==> src/rtl/rcrd_pkg.sv <==
`timescale 1ns / 1ps
// Package for the channel record decoder: record types carried along the digit chain
// and decode constants. No dependencies.
package rcrd_pkg;

    localparam int NUM_DIGITS  = 8;
    localparam int BCD_W       = 4 * NUM_DIGITS;
    localparam int FREQ_ACC_W  = 28;
    localparam int TONE_ACC_W  = 15;
    localparam int HZ_W        = 31;
    localparam int CTCSS_W     = 13;
    localparam int DCS_W       = 14;
    localparam int OPT_W       = 5;

    localparam logic [BCD_W-1:0]      FREQ_ALL_ONES = 32'hFFFF_FFFF;
    localparam logic [15:0]           TONE_ALL_ONES = 16'hFFFF;
    localparam logic [TONE_ACC_W-1:0] CTCSS_LIMIT   = 15'd8000;
    localparam logic [TONE_ACC_W-1:0] DCS_INV_BASE  = 15'd12000;

    // option bit positions (all active low)
    localparam int OPT_NO_BUSY_LOCK = 0;
    localparam int OPT_NO_SCRAMBLE  = 1;
    localparam int OPT_NARROW       = 2;
    localparam int OPT_HIGH_POWER   = 3;
    localparam int OPT_NO_SCAN      = 4;

    typedef struct packed {
        logic [BCD_W-1:0]      rx_bcd;
        logic [BCD_W-1:0]      tx_bcd;
        logic [BCD_W-1:0]      rxt_bcd;
        logic [BCD_W-1:0]      txt_bcd;
        logic [FREQ_ACC_W-1:0] rx_acc;
        logic [FREQ_ACC_W-1:0] tx_acc;
        logic [TONE_ACC_W-1:0] rxt_acc;
        logic [TONE_ACC_W-1:0] txt_acc;
        logic                  chan_off;
        logic                  rxt_none;
        logic                  txt_none;
        logic [OPT_W-1:0]      opt;
    } rec_t;

endpackage

==> src/rtl/rcrd_digit_cell.sv <==
`timescale 1ns / 1ps
// One digit cell of the chain: folds the top BCD digit of each field into its accumulator.
// Depends on rcrd_pkg.
module rcrd_digit_cell
(
    input  logic          clk,
    input  logic          rst_n,
    input  logic          up_valid,
    output logic          up_ready,
    input  rcrd_pkg::rec_t up_rec,
    output logic          dn_valid,
    input  logic          dn_ready,
    output rcrd_pkg::rec_t dn_rec
);

    logic           valid_reg;
    logic           valid_next;
    rcrd_pkg::rec_t rec_reg;
    rcrd_pkg::rec_t rec_next;

    function automatic logic [rcrd_pkg::FREQ_ACC_W-1:0] freq_step(
        input logic [rcrd_pkg::FREQ_ACC_W-1:0] acc,
        input logic [3:0]                      nib
    );
        freq_step = {acc[rcrd_pkg::FREQ_ACC_W-4:0], 3'b000}
                  + {acc[rcrd_pkg::FREQ_ACC_W-2:0], 1'b0}
                  + rcrd_pkg::FREQ_ACC_W'(nib);
    endfunction

    function automatic logic [rcrd_pkg::TONE_ACC_W-1:0] tone_step(
        input logic [rcrd_pkg::TONE_ACC_W-1:0] acc,
        input logic [3:0]                      nib
    );
        tone_step = {acc[rcrd_pkg::TONE_ACC_W-4:0], 3'b000}
                  + {acc[rcrd_pkg::TONE_ACC_W-2:0], 1'b0}
                  + rcrd_pkg::TONE_ACC_W'(nib);
    endfunction

    assign up_ready = !valid_reg || dn_ready;

    always_comb
    begin
        rec_next         = up_rec;
        rec_next.rx_acc  = freq_step(up_rec.rx_acc, up_rec.rx_bcd[rcrd_pkg::BCD_W-1 -: 4]);
        rec_next.tx_acc  = freq_step(up_rec.tx_acc, up_rec.tx_bcd[rcrd_pkg::BCD_W-1 -: 4]);
        rec_next.rxt_acc = tone_step(up_rec.rxt_acc, up_rec.rxt_bcd[rcrd_pkg::BCD_W-1 -: 4]);
        rec_next.txt_acc = tone_step(up_rec.txt_acc, up_rec.txt_bcd[rcrd_pkg::BCD_W-1 -: 4]);
        rec_next.rx_bcd  = {up_rec.rx_bcd[rcrd_pkg::BCD_W-5:0], 4'h0};
        rec_next.tx_bcd  = {up_rec.tx_bcd[rcrd_pkg::BCD_W-5:0], 4'h0};
        rec_next.rxt_bcd = {up_rec.rxt_bcd[rcrd_pkg::BCD_W-5:0], 4'h0};
        rec_next.txt_bcd = {up_rec.txt_bcd[rcrd_pkg::BCD_W-5:0], 4'h0};
        valid_next       = up_ready ? up_valid : valid_reg;
    end

    always_ff @(posedge clk or negedge rst_n)
    begin
        if (!rst_n)
        begin
            valid_reg <= 1'b0;
        end
        else
        begin
            valid_reg <= valid_next;
        end
    end

    always_ff @(posedge clk)
    begin
        if (up_ready && up_valid)
        begin
            rec_reg <= rec_next;
        end
    end

    assign dn_valid = valid_reg;
    assign dn_rec   = rec_reg;

endmodule

==> src/rtl/rcrd_decode.sv <==
`timescale 1ns / 1ps
// Output stage: scales frequencies to Hz, classifies squelch codes, maps option flags
// and holds the result register. Depends on rcrd_pkg.
module rcrd_decode
(
    input  logic                             clk,
    input  logic                             rst_n,
    input  logic                             up_valid,
    output logic                             up_ready,
    input  rcrd_pkg::rec_t                   up_rec,
    output logic                             out_valid,
    input  logic                             out_stall,
    output logic                             channel_on,
    output logic [rcrd_pkg::HZ_W-1:0]        rx_hz,
    output logic [rcrd_pkg::HZ_W-1:0]        tx_hz,
    output logic [rcrd_pkg::CTCSS_W-1:0]     rx_ctcss,
    output logic [rcrd_pkg::CTCSS_W-1:0]     tx_ctcss,
    output logic signed [rcrd_pkg::DCS_W-1:0] rx_dcs,
    output logic signed [rcrd_pkg::DCS_W-1:0] tx_dcs,
    output logic                             low_power,
    output logic                             wide_band,
    output logic                             scan_on,
    output logic                             busy_lockout,
    output logic                             scramble_on
);

    logic                               valid_reg;
    logic                               valid_next;
    logic                               on_reg;
    logic [rcrd_pkg::HZ_W-1:0]          rx_hz_reg, rx_hz_next;
    logic [rcrd_pkg::HZ_W-1:0]          tx_hz_reg, tx_hz_next;
    logic [rcrd_pkg::CTCSS_W-1:0]       rx_ctcss_reg, rx_ctcss_next;
    logic [rcrd_pkg::CTCSS_W-1:0]       tx_ctcss_reg, tx_ctcss_next;
    logic [rcrd_pkg::DCS_W-1:0]         rx_dcs_reg, rx_dcs_next;
    logic [rcrd_pkg::DCS_W-1:0]         tx_dcs_reg, tx_dcs_next;
    logic [rcrd_pkg::OPT_W-1:0]         flags_reg, flags_next;

    function automatic logic [rcrd_pkg::HZ_W-1:0] times_ten(
        input logic [rcrd_pkg::FREQ_ACC_W-1:0] acc
    );
        times_ten = {acc, 3'b000} + rcrd_pkg::HZ_W'({acc, 1'b0});
    endfunction

    function automatic logic [rcrd_pkg::CTCSS_W+rcrd_pkg::DCS_W-1:0] squelch(
        input logic                          none,
        input logic [rcrd_pkg::TONE_ACC_W-1:0] idx
    );
        logic [rcrd_pkg::CTCSS_W-1:0]    ctcss;
        logic [rcrd_pkg::TONE_ACC_W-1:0] diff;
        logic [rcrd_pkg::DCS_W-1:0]      dcs;
        ctcss = '0;
        dcs   = '0;
        if (none)
        begin
            ctcss = '0;
        end
        else if (idx < rcrd_pkg::CTCSS_LIMIT)
        begin
            ctcss = idx[rcrd_pkg::CTCSS_W-1:0];
        end
        else if (idx < rcrd_pkg::DCS_INV_BASE)
        begin
            diff = idx - rcrd_pkg::CTCSS_LIMIT;
            dcs  = diff[rcrd_pkg::DCS_W-1:0];
        end
        else
        begin
            // inverted code, negated modulo the field width
            diff = rcrd_pkg::DCS_INV_BASE - idx;
            dcs  = diff[rcrd_pkg::DCS_W-1:0];
        end
        squelch = {ctcss, dcs};
    endfunction

    assign up_ready = !valid_reg || !out_stall;

    always_comb
    begin
        valid_next = up_ready ? up_valid : valid_reg;
        rx_hz_next = times_ten(up_rec.rx_acc);
        tx_hz_next = times_ten(up_rec.tx_acc);
        {rx_ctcss_next, rx_dcs_next} = squelch(up_rec.rxt_none, up_rec.rxt_acc);
        {tx_ctcss_next, tx_dcs_next} = squelch(up_rec.txt_none, up_rec.txt_acc);
        flags_next = ~up_rec.opt;
        if (up_rec.chan_off)
        begin
            rx_hz_next    = '0;
            tx_hz_next    = '0;
            rx_ctcss_next = '0;
            tx_ctcss_next = '0;
            rx_dcs_next   = '0;
            tx_dcs_next   = '0;
            flags_next    = '0;
        end
    end

    always_ff @(posedge clk or negedge rst_n)
    begin
        if (!rst_n)
        begin
            valid_reg <= 1'b0;
        end
        else
        begin
            valid_reg <= valid_next;
        end
    end

    always_ff @(posedge clk)
    begin
        if (up_ready && up_valid)
        begin
            on_reg       <= !up_rec.chan_off;
            rx_hz_reg    <= rx_hz_next;
            tx_hz_reg    <= tx_hz_next;
            rx_ctcss_reg <= rx_ctcss_next;
            tx_ctcss_reg <= tx_ctcss_next;
            rx_dcs_reg   <= rx_dcs_next;
            tx_dcs_reg   <= tx_dcs_next;
            flags_reg    <= flags_next;
        end
    end

    assign out_valid    = valid_reg;
    assign channel_on   = on_reg;
    assign rx_hz        = rx_hz_reg;
    assign tx_hz        = tx_hz_reg;
    assign rx_ctcss     = rx_ctcss_reg;
    assign tx_ctcss     = tx_ctcss_reg;
    assign rx_dcs       = rx_dcs_reg;
    assign tx_dcs       = tx_dcs_reg;
    assign low_power    = flags_reg[rcrd_pkg::OPT_HIGH_POWER];
    assign wide_band    = flags_reg[rcrd_pkg::OPT_NARROW];
    assign scan_on      = flags_reg[rcrd_pkg::OPT_NO_SCAN];
    assign busy_lockout = flags_reg[rcrd_pkg::OPT_NO_BUSY_LOCK];
    assign scramble_on  = flags_reg[rcrd_pkg::OPT_NO_SCRAMBLE];

endmodule

==> src/rtl/radio_channel_record_decoder_core.sv <==
`timescale 1ns / 1ps
// Top level of the channel record decoder: eight digit cells in a row and the output stage.
// Depends on rcrd_pkg, rcrd_digit_cell and rcrd_decode.
//
// Decodes one channel record per item with no state between items. An item is taken every
// cycle while the output keeps flowing; each item passes through eight BCD digit cells, one
// digit each, then the output register. Each stage has its own valid bit, so empty stages
// fill while the output is stalled and in_stall only rises once every stage holds an item.
module radio_channel_record_decoder_core
(
    input  logic                              clk,
    input  logic                              rst_n,
    input  logic                              in_valid,
    output logic                              in_stall,
    input  logic [31:0]                       rx_freq_bcd,
    input  logic [31:0]                       tx_freq_bcd,
    input  logic [15:0]                       rx_tone_code,
    input  logic [15:0]                       tx_tone_code,
    input  logic [4:0]                        option_bits,
    output logic                              out_valid,
    input  logic                              out_stall,
    output logic                              channel_on,
    output logic [30:0]                       rx_hz,
    output logic [30:0]                       tx_hz,
    output logic [12:0]                       rx_ctcss,
    output logic [12:0]                       tx_ctcss,
    output logic signed [13:0]                rx_dcs,
    output logic signed [13:0]                tx_dcs,
    output logic                              low_power,
    output logic                              wide_band,
    output logic                              scan_on,
    output logic                              busy_lockout,
    output logic                              scramble_on
);

    logic           stage_valid [rcrd_pkg::NUM_DIGITS+1];
    logic           stage_ready [rcrd_pkg::NUM_DIGITS+1];
    rcrd_pkg::rec_t stage_rec   [rcrd_pkg::NUM_DIGITS+1];
    rcrd_pkg::rec_t in_rec;

    always_comb
    begin
        in_rec          = '0;
        in_rec.rx_bcd   = rx_freq_bcd;
        in_rec.tx_bcd   = tx_freq_bcd;
        // tone codes sit in the low digits so the leading cells fold in zeros
        in_rec.rxt_bcd  = {16'h0000, rx_tone_code};
        in_rec.txt_bcd  = {16'h0000, tx_tone_code};
        in_rec.chan_off = (rx_freq_bcd == '0) || (rx_freq_bcd == rcrd_pkg::FREQ_ALL_ONES);
        in_rec.rxt_none = (rx_tone_code == '0) || (rx_tone_code == rcrd_pkg::TONE_ALL_ONES);
        in_rec.txt_none = (tx_tone_code == '0) || (tx_tone_code == rcrd_pkg::TONE_ALL_ONES);
        in_rec.opt      = option_bits;
    end

    assign stage_rec[0]   = in_rec;
    assign stage_valid[0] = in_valid;
    assign in_stall       = !stage_ready[0];

    for (genvar i = 0; i < rcrd_pkg::NUM_DIGITS; i++)
    begin : g_cell
        rcrd_digit_cell u_cell
        (
            .clk      (clk),
            .rst_n    (rst_n),
            .up_valid (stage_valid[i]),
            .up_ready (stage_ready[i]),
            .up_rec   (stage_rec[i]),
            .dn_valid (stage_valid[i+1]),
            .dn_ready (stage_ready[i+1]),
            .dn_rec   (stage_rec[i+1])
        );
    end

    rcrd_decode u_decode
    (
        .clk          (clk),
        .rst_n        (rst_n),
        .up_valid     (stage_valid[rcrd_pkg::NUM_DIGITS]),
        .up_ready     (stage_ready[rcrd_pkg::NUM_DIGITS]),
        .up_rec       (stage_rec[rcrd_pkg::NUM_DIGITS]),
        .out_valid    (out_valid),
        .out_stall    (out_stall),
        .channel_on   (channel_on),
        .rx_hz        (rx_hz),
        .tx_hz        (tx_hz),
        .rx_ctcss     (rx_ctcss),
        .tx_ctcss     (tx_ctcss),
        .rx_dcs       (rx_dcs),
        .tx_dcs       (tx_dcs),
        .low_power    (low_power),
        .wide_band    (wide_band),
        .scan_on      (scan_on),
        .busy_lockout (busy_lockout),
        .scramble_on  (scramble_on)
    );

endmodule

==> config.mk <==
export PLATFORM = sky130hd
export DESIGN_NAME = radio_channel_record_decoder_core
export DESIGN_NICKNAME = d
export VERILOG_FILES = /design/src/rtl/rcrd_pkg.sv /design/src/rtl/rcrd_digit_cell.sv /design/src/rtl/rcrd_decode.sv /design/src/rtl/radio_channel_record_decoder_core.sv
export SDC_FILE = /design/constraint.sdc
export NUM_CORES = 2
export LEC_CHECK = 0
export BUFFER_PORTS_ARGS = -buffer_cell sky130_fd_sc_hd__buf_4
export CAP_MARGIN = 30
export CORE_MARGIN = 1
export CORE_UTILIZATION = 25
export CTS_BUF_LIST = sky130_fd_sc_hd__clkbuf_4 sky130_fd_sc_hd__clkbuf_8
export CTS_CLUSTER_SIZE = 24
export DETAILED_ROUTE_END_ITERATION = 12
export SLEW_MARGIN = 40
export SYNTH_ARGS = -nofsm -noshare
export SYNTH_HDL_FRONTEND = slang
export SYNTH_SLANG_ARGS = --single-unit
==> constraint.sdc <==
create_clock -name clk -period 9.6 [get_ports clk]
set_input_delay 0.96 -clock clk [delete_from_list [all_inputs] [get_ports clk]]
set_output_delay 0.96 -clock clk [all_outputs]
set_load 0.03 [all_outputs]
==> qor.yml <==
clocking:
  cts_tree: "built"
  clockRootBuffer: "clkbuf_8"
  hold_buffers: 1
  cts_made_buffers: 149
  cts_num_sinks: 957
  cts_setup_buffers: 0
  clk_pin_slew_ns: 0.06
  clk_latency_ns: 0.86
  cts-resized-gates: 0
  clockBufferDepth: 3
  htreeDepth: 4
placement:
  dp_hpwl_um: 66700
  pre_cts_ws_ns: 5.89
  io_buffers: 226
  placedCellCount: 6354
  place_congestion: 0.837
sta:
  slew_violations: 0
  min_period_ns: 3.65
  fmaxAchievable_mhz: 274
  setup-violations-final: 0
  finalCritPeriodShare: 0.380
  rsz0062_at_grt: "no"
  hold_viol: 0
  final.setup_skew_ns: 0.0340
  fin_setup_tns_ns: 0
  fin_ws_ns: 5.95
  max_slew_margin: 0.470
  tightest_slew_ns: 0.794
floorplan:
  dieArea_um2: 197000
  core_um2: 193000
  num_rows: 161
  start_util: 0.253
  dieHeight_um: 444
  die_w_um: 444
  io_pins: 229
global_route:
  grt_max_degree: 72
  grt_pass1_wl_um: 143000
  overflow: 0
  grt_use_total: 0.0889
  grt_pass1_vias: 28522
  antenna_found_initial: 9
drt:
  drc: 0
  vias: 27790
  drtIter0Drc: 1036
  firstDrtPassIters: 5
  routed_wl_um: 87200
  ant_nets: 0
  wire_per_inst_um: 13.2
  avgViaCountPerCell: 4.19
setup_path:
  r2r_slack_ns: 5.95
  critPathMaxFanout: 4
  startpoint_type: "flip-flop"
  worstSetupPathType: "flip-flop to flip-flop"
  reg2regPathDepth: 13
  endpoint_kind: "flip-flop"
  arrival_ns: 4.25
  crit_required_ns: 10.20
flow_run:
  maxCapViolations: 0
yosys:
  synth_top_area_share: 0.583
  syn-mean-instance-area_um2: 13.5
  synth-edff-count: 948
  synth_cell_type_count: 84
  synthTopCellsByArea: "edfxtp_1 58%, ha_1 14%, xnor2_1 3.9%"
  ys_seq_elements: 957
  async_reset_ff_frac: 0.00940
  synth_seq_area_share: 0.587
  yosys_warnings: 0
  synth_cells: 3611
  synthFlopType: "edfxtp_1"
  syn-cell-area_um2: 48800
  synth_top_area_cell: "edfxtp_1"
layout:
  final_cell_mix: "948 x edfxtp_1, 554 x ha_1, 245 x nor2_1, 236 x a21oi_1, 233 x buf_4"
  layout.cells.non_filler: 6626
  largest_register_ffs: 828
  nets: 4682
  final_common_cell: "edfxtp_1"
  area_growth_pct: 16.2
  drive_above_1_share: 0.123
status:
  status: "complete, no violations"
worst_hold_path:
  hold_depth: 1
  hold_path_class: "primary input to flip-flop"
-- kinds of logic after synthesis --
group,synth area share
adders and majority gates,0.159
buffers and inverters,0.0151
DFF,0.587
muxes,0.00174
AOI/OAI and AO/OA,0.101
and+or+nand+nor,0.0764
other,0.0000768
xor gates and xnor gates,0.0588
-- through the flow --
step | hold slack (ns) | area [µm²] | utilization
2_1_floorplan | 0.400 | 48900 | -
3_3_place_gp | 0.404 | 53700 | 0.278
3_5_place_dp | 0.405 | 53800 | 0.278
4_1_cts | 0.134 | 56700 | 0.293
5_1_grt | 0.174 | 56800 | 0.294
6_report | 0.281 | 56800 | 0.294
-- synthesized netlist by cell type (54+ instances only) --
cell type / number
edfxtp_1: 948
a21o_1: 133
inv_1: 169
a21oi_1: 237
nor2b_1: 59
ha_1: 554
xnor2_1: 215
xor2_1: 113
nand2_1: 140
nand3_1: 55
nor2_1: 245
o21ai_0: 106
o21a_1: 54
-- path summary, 6_finish.rpt --
path / startpoint / endpoint
setup / recovery: g_cell[4].u_cell.dn_rec[38] / g_cell[5].u_cell.dn_rec[60]
hold / removal: option_bits[4] / g_cell[0].u_cell.dn_rec[4]
setup reg to reg: g_cell[4].u_cell.dn_rec[38] / g_cell[5].u_cell.dn_rec[60]
hold reg to reg: g_cell[3].u_cell.dn_rec[177] / g_cell[4].u_cell.dn_rec[181]
max in group asynchronous: rst_n / g_cell[4].u_cell.dn_valid
min in group asynchronous: rst_n / g_cell[6].u_cell.dn_valid
-- layout make-up --
type / count / area (µm²)
antenna: 1 / 2.50
clock buffer: 192 / 2390
clock inverter: 77 / 587
fill: 19390 / 137000
inverter: 169 / 634
multi-input combinational: 2464 / 19500
sequential: 957 / 28700
tap: 2526 / 3160
timing repair buffer: 240 / 1840
-- worst max-delay path, cell delays in order (launching register included) --
cell,delay [ns]
edfxtp_1,0.34
inv_1,0.06
fa_1,0.54
inv_1,0.07
fa_1,0.46
a21o_1,0.18
a21oi_1,0.24
nor2b_1,0.11
o41a_1,0.36
a21o_1,0.21
a221oi_2,0.38
o211ai_1,0.18
a21oi_1,0.18
xnor2_1,0.09
-- per-layer routing --
metal / global-route usage / wire, µm / vias up
met5: 0 / 45 / -
met4: 0.0423 / 3410 / 8
met3: 0.0240 / 3940 / 187
met2: 0.150 / 41400 / 386
met1: 0.105 / 38400 / 12819
li1: - / - / 14390
Power is left out: the tool's default activity adds up to more than one toggle a clock period on the data nets, which glitch-free logic cannot reach.
